--- src/design/dcr_pkg.sv ---
// Package with shared widths, status codes and the result record of the chaddr rewriter.
`timescale 1ns / 1ps
package dcr_pkg;

	localparam int BYTE_W   = 8;
	localparam int LEN_W    = 16;
	localparam int STATUS_W = 3;
	localparam int CSUM_W   = 16;
	localparam int OFFS_W   = 7;
	localparam int MAC_W    = 48;

	// Status codes reported on the final byte of a packet.
	localparam logic [STATUS_W-1:0] ST_REWRITTEN  = 3'd0;
	localparam logic [STATUS_W-1:0] ST_TOO_SHORT  = 3'd1;
	localparam logic [STATUS_W-1:0] ST_BAD_HEADER = 3'd2;
	localparam logic [STATUS_W-1:0] ST_NOT_UDP    = 3'd3;
	localparam logic [STATUS_W-1:0] ST_NOT_DHCP   = 3'd4;

	// Protocol constants.
	localparam logic [BYTE_W-1:0] PROTO_UDP      = 8'h11;
	localparam logic [LEN_W-1:0]  MIN_IP_HDR     = 16'd20;
	localparam logic [LEN_W-1:0]  UDP_HDR_BYTES  = 16'd8;
	localparam logic [LEN_W-1:0]  DHCP_FIXED     = 16'd236;
	localparam logic [LEN_W-1:0]  MIN_PACKET     = MIN_IP_HDR + UDP_HDR_BYTES + DHCP_FIXED;
	localparam logic [LEN_W-1:0]  PORT_CLIENT    = 16'd68;
	localparam logic [LEN_W-1:0]  PORT_SERVER    = 16'd67;
	localparam logic [LEN_W-1:0]  INDEX_LIMIT    = 16'hFFFF;
	localparam logic [16:0]       SUM_START      = 17'h00011;

	// Offsets of interesting bytes relative to the start of the UDP header.
	localparam logic [LEN_W-1:0] REL_HLEN         = 16'd10;
	localparam logic [LEN_W-1:0] REL_CHADDR_FIRST = 16'd36;
	localparam logic [LEN_W-1:0] REL_CHADDR_LAST  = 16'd41;

	typedef struct packed {
		logic [BYTE_W-1:0]   out_byte;
		logic [STATUS_W-1:0] status;
		logic [CSUM_W-1:0]   udp_csum;
		logic [OFFS_W-1:0]   checksum_offset;
		logic [MAC_W-1:0]    original_mac;
	} dcr_result_t;

endpackage

--- src/design/dcr_in_if.sv ---
// Input stream interface: one packet byte per transaction.
`timescale 1ns / 1ps
interface dcr_in_if;
	logic                        valid;
	logic                        ready;
	logic [dcr_pkg::BYTE_W-1:0]  packet_byte;
	logic [dcr_pkg::LEN_W-1:0]   packet_length;
	logic                        last_byte;

	modport source (output valid, packet_byte, packet_length, last_byte, input ready);
	modport sink   (input valid, packet_byte, packet_length, last_byte, output ready);
endinterface

--- src/design/dcr_out_if.sv ---
// Output stream interface: one rewritten byte plus end-of-packet report per transaction.
`timescale 1ns / 1ps
interface dcr_out_if;
	logic                          valid;
	logic                          ready;
	logic [dcr_pkg::BYTE_W-1:0]    out_byte;
	logic                          out_last;
	logic [dcr_pkg::STATUS_W-1:0]  status;
	logic [dcr_pkg::CSUM_W-1:0]    udp_csum;
	logic [dcr_pkg::OFFS_W-1:0]    checksum_offset;
	logic [dcr_pkg::MAC_W-1:0]     original_mac;

	modport source (output valid, out_byte, out_last, status, udp_csum,
		checksum_offset, original_mac, input ready);
	modport sink   (input valid, out_byte, out_last, status, udp_csum,
		checksum_offset, original_mac, output ready);
endinterface

--- src/design/dcr_engine.sv ---
// Per-packet parse state, header checks, chaddr rewrite and UDP checksum accumulation.
`timescale 1ns / 1ps
module dcr_engine (
	input  logic                         clk,
	input  logic                         arst_n,
	input  logic                         step_en,
	input  logic [dcr_pkg::BYTE_W-1:0]   pkt_byte,
	input  logic [dcr_pkg::LEN_W-1:0]    pkt_len,
	input  logic                         pkt_last,
	input  logic [dcr_pkg::MAC_W-1:0]    new_mac,
	output dcr_pkg::dcr_result_t         result
);
	import dcr_pkg::*;

	logic [LEN_W-1:0]    idx_q, idx_n;
	logic [5:0]          ihb_q, ihb_n;
	logic [LEN_W-1:0]    sport_q, sport_n;
	logic [LEN_W-1:0]    ulen_q, ulen_n;
	logic [16:0]         sum_q, sum_n;
	logic [BYTE_W-1:0]   hold_q, hold_n;
	logic [STATUS_W-1:0] rej_q, rej_n;
	logic [MAC_W-1:0]    mac_q, mac_n;

	logic [LEN_W-1:0]    rel;
	logic [LEN_W-1:0]    dport;
	logic [LEN_W-1:0]    ihb_ext;
	logic [BYTE_W-1:0]   ob;
	logic [CSUM_W-1:0]   add_a, add_b, add_c;
	logic [18:0]         total;
	logic [16:0]         fold1;
	logic [15:0]         fold2;
	logic [15:0]         inv;
	logic [STATUS_W-1:0] code;

	always_comb begin
		idx_n   = idx_q;
		ihb_n   = ihb_q;
		sport_n = sport_q;
		ulen_n  = ulen_q;
		hold_n  = hold_q;
		rej_n   = rej_q;
		mac_n   = mac_q;
		ob      = pkt_byte;
		add_a   = '0;
		add_b   = '0;
		add_c   = '0;
		rel     = '0;
		dport   = '0;
		ihb_ext = {10'd0, ihb_q};

		if (idx_q != INDEX_LIMIT) begin
			if (idx_q == '0) begin
				ihb_n   = {pkt_byte[3:0], 2'b00};
				ihb_ext = {10'd0, ihb_n};
				if (pkt_len < MIN_PACKET)
					rej_n = ST_TOO_SHORT;
				else if (pkt_byte[7:4] != 4'd4 || ihb_ext < MIN_IP_HDR)
					rej_n = ST_BAD_HEADER;
				else if (ihb_ext + UDP_HDR_BYTES + DHCP_FIXED > pkt_len)
					rej_n = ST_TOO_SHORT;
			end
			if (idx_q == 16'd9 && rej_n == ST_REWRITTEN && pkt_byte != PROTO_UDP)
				rej_n = ST_NOT_UDP;
			// Pseudo-header: source and destination addresses.
			if (idx_q >= 16'd12 && idx_q <= 16'd19)
				add_a = idx_q[0] ? {8'd0, pkt_byte} : {pkt_byte, 8'd0};

			if (idx_q >= ihb_ext) begin
				rel = idx_q - ihb_ext;
				if (rej_n == ST_REWRITTEN) begin
					if (rel == REL_HLEN) begin
						ob = (new_mac == '0) ? 8'd0 : 8'd6;
					end else if (rel >= REL_CHADDR_FIRST && rel <= REL_CHADDR_LAST) begin
						mac_n = {mac_q[MAC_W-9:0], pkt_byte};
						case (rel[2:0])
							3'd4:    ob = new_mac[47:40];
							3'd5:    ob = new_mac[39:32];
							3'd6:    ob = new_mac[31:24];
							3'd7:    ob = new_mac[23:16];
							3'd0:    ob = new_mac[15:8];
							default: ob = new_mac[7:0];
						endcase
					end
				end
				if (rel <= 16'd5)
					add_b = rel[0] ? {8'd0, pkt_byte} : {pkt_byte, 8'd0};
				if (rel == 16'd0 || rel == 16'd2 || rel == 16'd4) begin
					hold_n = pkt_byte;
				end else if (rel == 16'd1) begin
					sport_n = {hold_q, pkt_byte};
				end else if (rel == 16'd3) begin
					dport = {hold_q, pkt_byte};
					if (rej_n == ST_REWRITTEN &&
						!((sport_q == PORT_CLIENT && dport == PORT_SERVER) ||
						  (sport_q == PORT_SERVER && dport == PORT_CLIENT)))
						rej_n = ST_NOT_DHCP;
				end else if (rel == 16'd5) begin
					ulen_n = {hold_q, pkt_byte};
					add_c  = ulen_n;
				end else if (rel >= UDP_HDR_BYTES && rel < ulen_q) begin
					add_b = rel[0] ? {8'd0, ob} : {ob, 8'd0};
				end
			end
			idx_n = idx_q + 16'd1;
		end

		// End-around carry sum; the value is never zero since it starts nonzero.
		total = {2'd0, sum_q} + {3'd0, add_a} + {3'd0, add_b} + {3'd0, add_c};
		sum_n = {1'b0, total[15:0]} + {14'd0, total[18:16]};

		fold1 = {1'b0, sum_n[15:0]} + {16'd0, sum_n[16]};
		fold2 = fold1[15:0] + {15'd0, fold1[16]};
		inv   = ~fold2;

		code = rej_n;
		if (code == ST_REWRITTEN && idx_n < ihb_ext + UDP_HDR_BYTES + DHCP_FIXED)
			code = ST_TOO_SHORT;

		result.out_byte        = ob;
		result.status          = '0;
		result.udp_csum        = '0;
		result.checksum_offset = '0;
		result.original_mac    = '0;
		if (pkt_last) begin
			result.status = code;
			if (code == ST_REWRITTEN) begin
				result.udp_csum        = (inv == '0) ? 16'hFFFF : inv;
				result.checksum_offset = {1'b0, ihb_n} + 7'd6;
				result.original_mac    = mac_n;
			end
		end
	end

	always_ff @(posedge clk or negedge arst_n) begin
		if (!arst_n) begin
			idx_q   <= '0;
			ihb_q   <= '0;
			sport_q <= '0;
			ulen_q  <= '0;
			sum_q   <= SUM_START;
			hold_q  <= '0;
			rej_q   <= ST_REWRITTEN;
			mac_q   <= '0;
		end else if (step_en) begin
			if (pkt_last) begin
				idx_q   <= '0;
				ihb_q   <= '0;
				sport_q <= '0;
				ulen_q  <= '0;
				sum_q   <= SUM_START;
				hold_q  <= '0;
				rej_q   <= ST_REWRITTEN;
				mac_q   <= '0;
			end else begin
				idx_q   <= idx_n;
				ihb_q   <= ihb_n;
				sport_q <= sport_n;
				ulen_q  <= ulen_n;
				sum_q   <= sum_n;
				hold_q  <= hold_n;
				rej_q   <= rej_n;
				mac_q   <= mac_n;
			end
		end
	end

endmodule

--- src/design/dhcp_chaddr_rewriter_core.sv ---
// Top level of the DHCP chaddr rewriter: byte stream in, rewritten stream and report out.
//
//   Channel   Dir   Handshake          Carries
//   pkt_in    in    valid / ready      packet_byte, packet_length, last_byte
//   pkt_out   out   valid / ready      out_byte, out_last, status, checksum, offset, MAC
//   cfg       in    cfg_wr_en only     replacement MAC (48 bits)
//
// One byte enters per cycle while pkt_out is not stalled; every accepted byte
// leaves through the input register and then the result register.
// The per-packet parse state advances once per byte as it moves from the input
// register to the result register, so throughput is one byte per cycle without stalls.
// arst_n clears all control state and the replacement MAC.
// A stall on pkt_out holds the result register and then the input register;
// pkt_in.ready drops only when both are full.
`timescale 1ns / 1ps
module dhcp_chaddr_rewriter_core (
	input  logic                          clk,
	input  logic                          arst_n,
	dcr_in_if.sink                        pkt_in,
	dcr_out_if.source                     pkt_out,
	input  logic                          cfg_wr_en,
	input  logic [dcr_pkg::MAC_W-1:0]     cfg_wr_data
);
	import dcr_pkg::*;

	// Configured MAC; the user must write it only while the block is idle, which the block does not enforce.
	logic [MAC_W-1:0] mac_q;

	// Input register.
	logic              valid_s1;
	logic [BYTE_W-1:0] byte_s1;
	logic [LEN_W-1:0]  len_s1;
	logic              last_s1;

	// Result register.
	logic              valid_s2;
	logic              last_s2;
	dcr_result_t       res_s2;

	dcr_result_t       res_comb;
	logic              out_free;
	logic              advance;

	// The result register can take a new byte when it is empty or being drained,
	// and the input register refills in the same cycle it hands its byte on.
	assign out_free     = !valid_s2 || pkt_out.ready;
	assign advance      = valid_s1 && out_free;
	assign pkt_in.ready = !valid_s1 || out_free;

	always_ff @(posedge clk or negedge arst_n) begin
		if (!arst_n)
			mac_q <= '0;
		else if (cfg_wr_en)
			mac_q <= cfg_wr_data;
	end

	always_ff @(posedge clk or negedge arst_n) begin
		if (!arst_n) begin
			valid_s1 <= 1'b0;
			valid_s2 <= 1'b0;
		end else begin
			if (pkt_in.ready)
				valid_s1 <= pkt_in.valid;
			if (out_free)
				valid_s2 <= valid_s1;
		end
	end

	always_ff @(posedge clk) begin
		if (pkt_in.valid && pkt_in.ready) begin
			byte_s1 <= pkt_in.packet_byte;
			len_s1  <= pkt_in.packet_length;
			last_s1 <= pkt_in.last_byte;
		end
		if (advance) begin
			res_s2  <= res_comb;
			last_s2 <= last_s1;
		end
	end

	// Header checks, rewrite and checksum for the byte in the input register.
	dcr_engine u_engine (
		.clk      (clk),
		.arst_n   (arst_n),
		.step_en  (advance),
		.pkt_byte (byte_s1),
		.pkt_len  (len_s1),
		.pkt_last (last_s1),
		.new_mac  (mac_q),
		.result   (res_comb)
	);

	assign pkt_out.valid           = valid_s2;
	assign pkt_out.out_byte        = res_s2.out_byte;
	assign pkt_out.out_last        = last_s2;
	assign pkt_out.status          = res_s2.status;
	assign pkt_out.udp_csum        = res_s2.udp_csum;
	assign pkt_out.checksum_offset = res_s2.checksum_offset;
	assign pkt_out.original_mac    = res_s2.original_mac;

endmodule

--- src/flat_wrapper.sv ---
// flat-port wrapper written by rule: the top's interface ports become plain ports
module dhcp_chaddr_rewriter_core_flat import dcr_pkg::*;
  (clk, arst_n, cfg_wr_en, cfg_wr_data, pkt_in_valid, pkt_in_packet_byte, pkt_in_packet_length, pkt_in_last_byte, pkt_in_ready, pkt_out_valid, pkt_out_out_byte, pkt_out_out_last, pkt_out_status, pkt_out_udp_csum, pkt_out_checksum_offset, pkt_out_original_mac, pkt_out_ready);
  dcr_in_if pkt_in_i ();
  dcr_out_if pkt_out_i ();
  input  logic clk;
  input  logic arst_n;
  input  logic cfg_wr_en;
  input  logic [dcr_pkg::MAC_W-1:0] cfg_wr_data;
  input wire logic [$bits(pkt_in_i.valid)-1:0] pkt_in_valid;
  input wire logic [$bits(pkt_in_i.packet_byte)-1:0] pkt_in_packet_byte;
  input wire logic [$bits(pkt_in_i.packet_length)-1:0] pkt_in_packet_length;
  input wire logic [$bits(pkt_in_i.last_byte)-1:0] pkt_in_last_byte;
  output wire logic [$bits(pkt_in_i.ready)-1:0] pkt_in_ready;
  output wire logic [$bits(pkt_out_i.valid)-1:0] pkt_out_valid;
  output wire logic [$bits(pkt_out_i.out_byte)-1:0] pkt_out_out_byte;
  output wire logic [$bits(pkt_out_i.out_last)-1:0] pkt_out_out_last;
  output wire logic [$bits(pkt_out_i.status)-1:0] pkt_out_status;
  output wire logic [$bits(pkt_out_i.udp_csum)-1:0] pkt_out_udp_csum;
  output wire logic [$bits(pkt_out_i.checksum_offset)-1:0] pkt_out_checksum_offset;
  output wire logic [$bits(pkt_out_i.original_mac)-1:0] pkt_out_original_mac;
  input wire logic [$bits(pkt_out_i.ready)-1:0] pkt_out_ready;
  assign pkt_in_i.valid = pkt_in_valid;
  assign pkt_in_i.packet_byte = pkt_in_packet_byte;
  assign pkt_in_i.packet_length = pkt_in_packet_length;
  assign pkt_in_i.last_byte = pkt_in_last_byte;
  assign pkt_in_ready = pkt_in_i.ready;
  assign pkt_out_valid = pkt_out_i.valid;
  assign pkt_out_out_byte = pkt_out_i.out_byte;
  assign pkt_out_out_last = pkt_out_i.out_last;
  assign pkt_out_status = pkt_out_i.status;
  assign pkt_out_udp_csum = pkt_out_i.udp_csum;
  assign pkt_out_checksum_offset = pkt_out_i.checksum_offset;
  assign pkt_out_original_mac = pkt_out_i.original_mac;
  assign pkt_out_i.ready = pkt_out_ready;
  dhcp_chaddr_rewriter_core u_core (.clk(clk), .arst_n(arst_n), .pkt_in(pkt_in_i), .pkt_out(pkt_out_i), .cfg_wr_en(cfg_wr_en), .cfg_wr_data(cfg_wr_data));
endmodule
--- config.mk ---
export PLATFORM = sky130hd
export DESIGN_NAME = dhcp_chaddr_rewriter_core_flat
export DESIGN_NICKNAME = d
export VERILOG_FILES = /design/src/design/dcr_pkg.sv /design/src/design/dcr_in_if.sv /design/src/design/dcr_out_if.sv /design/src/design/dcr_engine.sv /design/src/design/dhcp_chaddr_rewriter_core.sv /design/src/flat_wrapper.sv
export SDC_FILE = /design/constraint.sdc
export NUM_CORES = 1
export LEC_CHECK = 0
export BUFFER_PORTS_ARGS = -buffer_cell sky130_fd_sc_hd__buf_2
export CORE_MARGIN = 1
export CORE_UTILIZATION = 40
export DETAILED_ROUTE_END_ITERATION = 16
export GPL_ROUTABILITY_DRIVEN = 0
export HOLD_SLACK_MARGIN = 0.06
export PLACE_DENSITY = 0.66
export SLEW_MARGIN = 20
export SYNTH_ARGS = -nofsm -noshare
export SYNTH_HDL_FRONTEND = slang
export SYNTH_HIERARCHICAL = 1
export SYNTH_SLANG_ARGS = --single-unit
--- constraint.sdc ---
create_clock -name clk -period 18.4 [get_ports clk]
set_input_delay 0.92 -clock clk [delete_from_list [all_inputs] [get_ports clk]]
set_output_delay 0.92 -clock clk [all_outputs]
set_load 0.02 [all_outputs]
### Yosys cells after proc, flatten, opt, wreduce, memory -nomap -nowiden

Cells that the tools add are included.

* magnitude comparators: 12
* $add $sub $neg: 13
* bitwise logic cells: 1
* reduce and logical (&&, ||, !) cells: 38
* muxes and demuxes: 73
* equality and inequality tests: 21

Operators by type and width (number)
* $mux 16: 36
* $mux 48: 6
* $mux 8: 9
* $eq 16x7->1 const B: 4
* $logic_not 16->1: 3
* $logic_not 48->1: 1
* $mux 3: 16
* $pmux 8 s5: 1
* $eq 16x2->1 const B: 2
* $eq 16x3->1 const B: 2
* $eq 16x4->1 const B: 2
* $ge 16x4->1 const B: 2
* $lt 16x16->1: 2
* $mux 6: 4
* $add 18x16->19: 1
* $add 19x16->19: 1
* $add 17x16->18: 1
* $add 16x1->17: 1
* $add 16x3->17: 1
* $mux 17: 1
* $add 16x1->16: 1
* $add 16x1->16 const B: 1
* $add 16x4->16 const B: 1
* $add 16x8->16 const B: 1
* 28 further kinds: 58

* output and inout bits: 85
* flip-flop bits (word level): 288
* bits of input ports: 78
* logic and storage cells: 178

### Longest topological paths before layout

* depth after elaboration: 31
* mapped depth: 70
* depth with buffers taken out: 68

### Modules after synthesis

Netlist, hierarchy kept.

Modules (own cells, without submodules)
* dcr_engine: cells an instance 1583, area each 12667.1 µm², sequential area each 3255.6 µm², instances 1
* dhcp_chaddr_rewriter_core: cells an instance 217, area each 5192.5 µm², sequential area each 4494.3 µm², instances 1

### Worst setup path after synthesis

OpenSTA, ideal clock, no wires.

* path kind: register to register
* from: reg u_core.u_engine.idx_q[11]
* to: reg u_core.res_s2, in the netlist u_core/pkt_out.udp_csum[11] (data pin)
* path buffers: 4
* required time: 18134 ps
* arrival time: 13900 ps
* library setup time: 266 ps
* clock period less this slack: 14166 ps
* cell stages (with the launch flop): 65
* slack: 4234 ps
* cell sequence: dfrtp_1 clkbuf_1 nor4_1 nand4_1 or4_1 clkbuf_1 a21oi_1 ha_1 a21boi_1 o21ai_0 a21oi_1 or4_1 clkbuf_1 nor3_1 xor2_1 ha_1 a21o_1 a21o_1 [29 not listed] inv_1 nor2_1 nand3_1 a21oi_1 o21ai_0 or2_1 a21o_1 nor4b_1 ha_1 and3_1 and3_1 nand4_1 or3_1 or4_4 xor2_1 nand4_2 buf_8 o21ai_2

* longest elaborated chain between the ends: 26
* elaborated cells on any way between the ends: 88
* classes of those cells: add/sub: 10; order compare: 9; eq/ne: 12; mux: 38; bitwise: 1; reduce/logical: 18

RTL lines
* from (decl): RTL line dcr_engine.sv:15 `logic [LEN_W-1:0] idx_q, idx_n;`
* from (signal assigned): RTL line dcr_engine.sv:155 `idx_q <= idx_n;`
* branches (longest 26 deep; another with $sub 16x16->16)
* to (signal assigned): RTL line dhcp_chaddr_rewriter_core.sv:76 `res_s2 <= res_comb;`
* to (decl): RTL line dhcp_chaddr_rewriter_core.sv:38 `dcr_result_t res_s2;`

Parallel ways; which one is timed is not known. The select of a mux whose other input is x is not followed.
A chain may end at the register's enable or synchronous reset.

### Worst setup path after layout

* from: reg u_core.u_engine.idx_q[11]
* to: reg u_core.res_s2, in the netlist u_core/pkt_out.udp_csum[0] (data pin)

Same word-level chain as after synthesis.

==> run summary <==
Int Pwr: 1500 uW
HPWL after detailed placement: 34,800 um
Cell variety after synth: 94
Initial Util: 0.405
placed cells: 2,480
TritonCTS Buffers: 34
post-layout min period: 16,800 ps
Peak Freq: 59.5 MHz
DR DRC count: 0
final cell utilization of the core: 0.459
final instance area: 0.0202 mm2
slew margin rel.: 0.212
Crit Path Category: reg -> reg
crit-path max FO: 14
initial antenna violation count: 0
RSZ-0062 raised after global routing: no
DR vias/cell: 5.58
TritonCTS clock tree: built
period utilisation layout: 0.913
commonest non-fill, non-tap cell in the layout: nand2_1
Fin. Hold Viols: 0
Post-Syn Instances: 1,800
via count: 14,200
Primary FF master, synth: dfrtp_1
Die Y: 213 um
r2r setup slk: 1600 ps
Syn Area/Cell: 9.92 um2
synthesis-to-finish area growth: 13.4%
Leakage: 0.00883 uW
DRT Wirelength: 47,700 um
I/O Buffers: 162
clk sinks: 288
filler cell count: 4,254
Die X: 213 um
final cell count without fillers: 2,539
Synth Cell Area: 0.0179 mm2
commonest cells after routing, fill and taps aside: nand2_1 (195), dfrtp_1 (178), buf_2 (161)
hold_ws: 281 ps
Reg2Reg Depth: 62
Cell Rows: 77
kind of start point of the critical path: flip-flop
R2R Path Start: u_core/u_engine/idx_q[11]$_DFFE_PN0P_
NetSw: 927 uW
Cell Pwr Density: 120 mW/mm2
vias in the first global route: 13,800
Warnings, synthesis: 6
Net Count, Synth: 1,982
Pre-antenna DRT Iters: 5
clock-pin slew on the worst setup and hold paths: 60 ps
endpoints failing setup: 0
setup TNS: 0 ps
max cap viols: 0
global-route wire length before repair: 75,400 um
die footprint: 0.0455 mm2
Clk Latency, worst-skew pair: 550 ps
skew final: 29.6 ps
Yosys reg bits: 288
Peak VDD IR: 69.4 uV
Yosys top cell area share: 0.249
Reg power frac: 0.349
clock network fraction of total power: 0.268
first-iteration detailed-routing DRC count: 1,242
max-slew violations: 0
critical path data required time: 18,780 ps
layout cells sized above 1: 0.190
Placed Area: 0.0192 mm2
worst endpoint data arrival time: 17,180 ps
Worst-Margin Slew: 1170 ps
post-CTS sizing: 0
top cells by area, synth: dfrtp_1 (25%), edfxtp_1 (18%), ha_1 (4.9%), mux2_2 (4.4%), nand2_1 (4.1%)
I/O pin cnt: 163
CTS root buffer: clkbuf_16
Worst path top cell family by delay: simple AND/OR/NAND/NOR gates
Final ANT Viol Nets: 0
DR WL/cell: 18.8 um
Placeable Area: 0.0441 mm2
Buf/Inv on CP: 2
slowest stage delay, CP: 760 ps
layout net count: 2,106
Post-synth ARST share: 0.625
total track usage: 0.212
slowest library cell on the worst path: or4_1
status: finished clean
part of the Yosys area used for sequential elements: 0.434
Clock Path Buffers: 3
postcts setup bufs: 0
CTS Hold Buffers Added: 0
sw frac: 0.382
CP endpoint kind: flip-flop
Logic pwr share: 0.384
r2r endpoint: u_core/pkt_out.udp_csum[0]$_DFFE_PP_
worst min-delay path category: in -> async
most frequent CP cell: a21oi_1
leading area contributor after synthesis: dfrtp_1
total gr overflow: 0
pin count of the biggest net entering global routing: 98
Antenna diodes: 0
EDFF count, synth: 108
H-tree Lvls: 2
[power groups by stage]
stage	logic (uW)	registers, uW	clock network, uW
after global placement	894	853	0
after floorplan	679	847	0
after CTS	922	845	670
after detailed placement	916	857	0
after global routing	1030	861	694
final	931	847	651
[worst reg2reg max path: cells and delay by family (launching register included)]
family | cells | cell delay (ps)
compound gates | 24 | 5300
buf+inv | 2 | 110
fa+ha+maj | 11 | 3560
flops | 1 | 470
xor+xnor | 2 | 380
simple gates | 23 | 6820
[per-stage QoR]
stage	total power [uW]	setup slack [ps]
after CTS	2440	1860
after global placement	1750	2540
after detailed placement	1770	1930
after global routing	2590	177
after floorplan	1530	4230
final	2430	1600
[area by class of cell]
type | count | area (um2) | share of cell area
flip-flops and latches | 288 | 7750 | 0.383
inverters | 159 | 597 | 0.0295
repair buffers | 181 | 960 | 0.0474
clock inverters | 18 | 144 | 0.00711
clock buffers | 41 | 930 | 0.0459
well taps | 592 | 741 | 0.0366
multi-input cells | 1260 | 9130 | 0.451
[cells in the mapped netlist (9+ instances only)]
cell      count
and3_1       12
o21ai_0      69
a211oi_1     10
nor2_1       75
dfrtp_1     178
nand2_1     196
a21o_1       13
o211ai_1     10
nor2b_1      25
ha_1         70
fa_1         34
mux2_2       70
a21oi_1     110
o21a_1       18
inv_1       159
xnor2_1      48
nand3_1      38
nor4b_1       9
nor4_1       35
and2_1       27
clkbuf_1     77
mux2_4       20
a21boi_0     50
nor3_1       27
nand2b_1     10
o22ai_1      77
nand4_1      23
xor2_1       19
edfxtp_1    108
mux2i_1      14
o21ai_2       9
[layer usage]
| metal | GRT usage | part of all wire | up-vias | routed length, um |
|---|---|---|---|---|
| li1 | - | - | 6700 | - |
| met1 | 0.278 | 0.43 | 6908 | 20300 |
| met2 | 0.346 | 0.48 | 460 | 22900 |
| met3 | 0.0356 | 0.056 | 102 | 2670 |
| met4 | 0.0869 | 0.039 | 0 | 1860 |
| met5 | 0 | 0 | - | 0 |
[worst max-delay path by stage]
| stage | from | end | slack [ps] | depth (start not counted) |
|---|---|---|---|---|
| finish | u_core/u_engine/idx_q[11]$_DFFE_PN0P_ | u_core/pkt_out.udp_csum[0]$_DFFE_PP_ | 1600 | 62 |
| global route | u_core/u_engine/idx_q[11]$_DFFE_PN0P_ | u_core/pkt_out.udp_csum[0]$_DFFE_PP_ | 180 | 62 |
| CTS | u_core/u_engine/idx_q[11]$_DFFE_PN0P_ | u_core/pkt_out.udp_csum[0]$_DFFE_PP_ | 1860 | 62 |
| detailed placement | u_core/u_engine/idx_q[11]$_DFFE_PN0P_ | u_core/pkt_out.udp_csum[0]$_DFFE_PP_ | 1930 | 62 |
| global placement | u_core/u_engine/idx_q[11]$_DFFE_PN0P_ | u_core/pkt_out.udp_csum[1]$_DFFE_PP_ | 2540 | 62 |
| floorplan | u_core/u_engine/idx_q[11]$_DFFE_PN0P_ | u_core/pkt_out.udp_csum[11]$_DFFE_PP_ | 4230 | 64 |
[sequential cells by signal (all words and copies together), names as in the netlist, 16 cells and up]
name,cells
u_core/pkt_out.original_mac,48
u_core/len_s1,16
u_core/u_engine/mac_q,48
u_core/u_engine/sport_q,16
u_core/pkt_out.udp_csum,16
u_core/mac_q,48
u_core/u_engine/sum_q,17
u_core/u_engine/ulen_q,16
u_core/u_engine/idx_q,16
[kinds of logic (layout without fill, tap and decap cells)]
logic type,count (synthesis),after routing,share of synthesized area
xor gates and xnor gates,70,70,0.0366
adders and majority gates,104,104,0.0872
DFF,288,288,0.434
and+or+nand+nor,532,532,0.151
buffers and inverters,252,399,0.0560
muxes,105,105,0.0701
AOI/OAI and AO/OA,449,449,0.165
No activity file was read; power rests on OpenSTA's default activity.
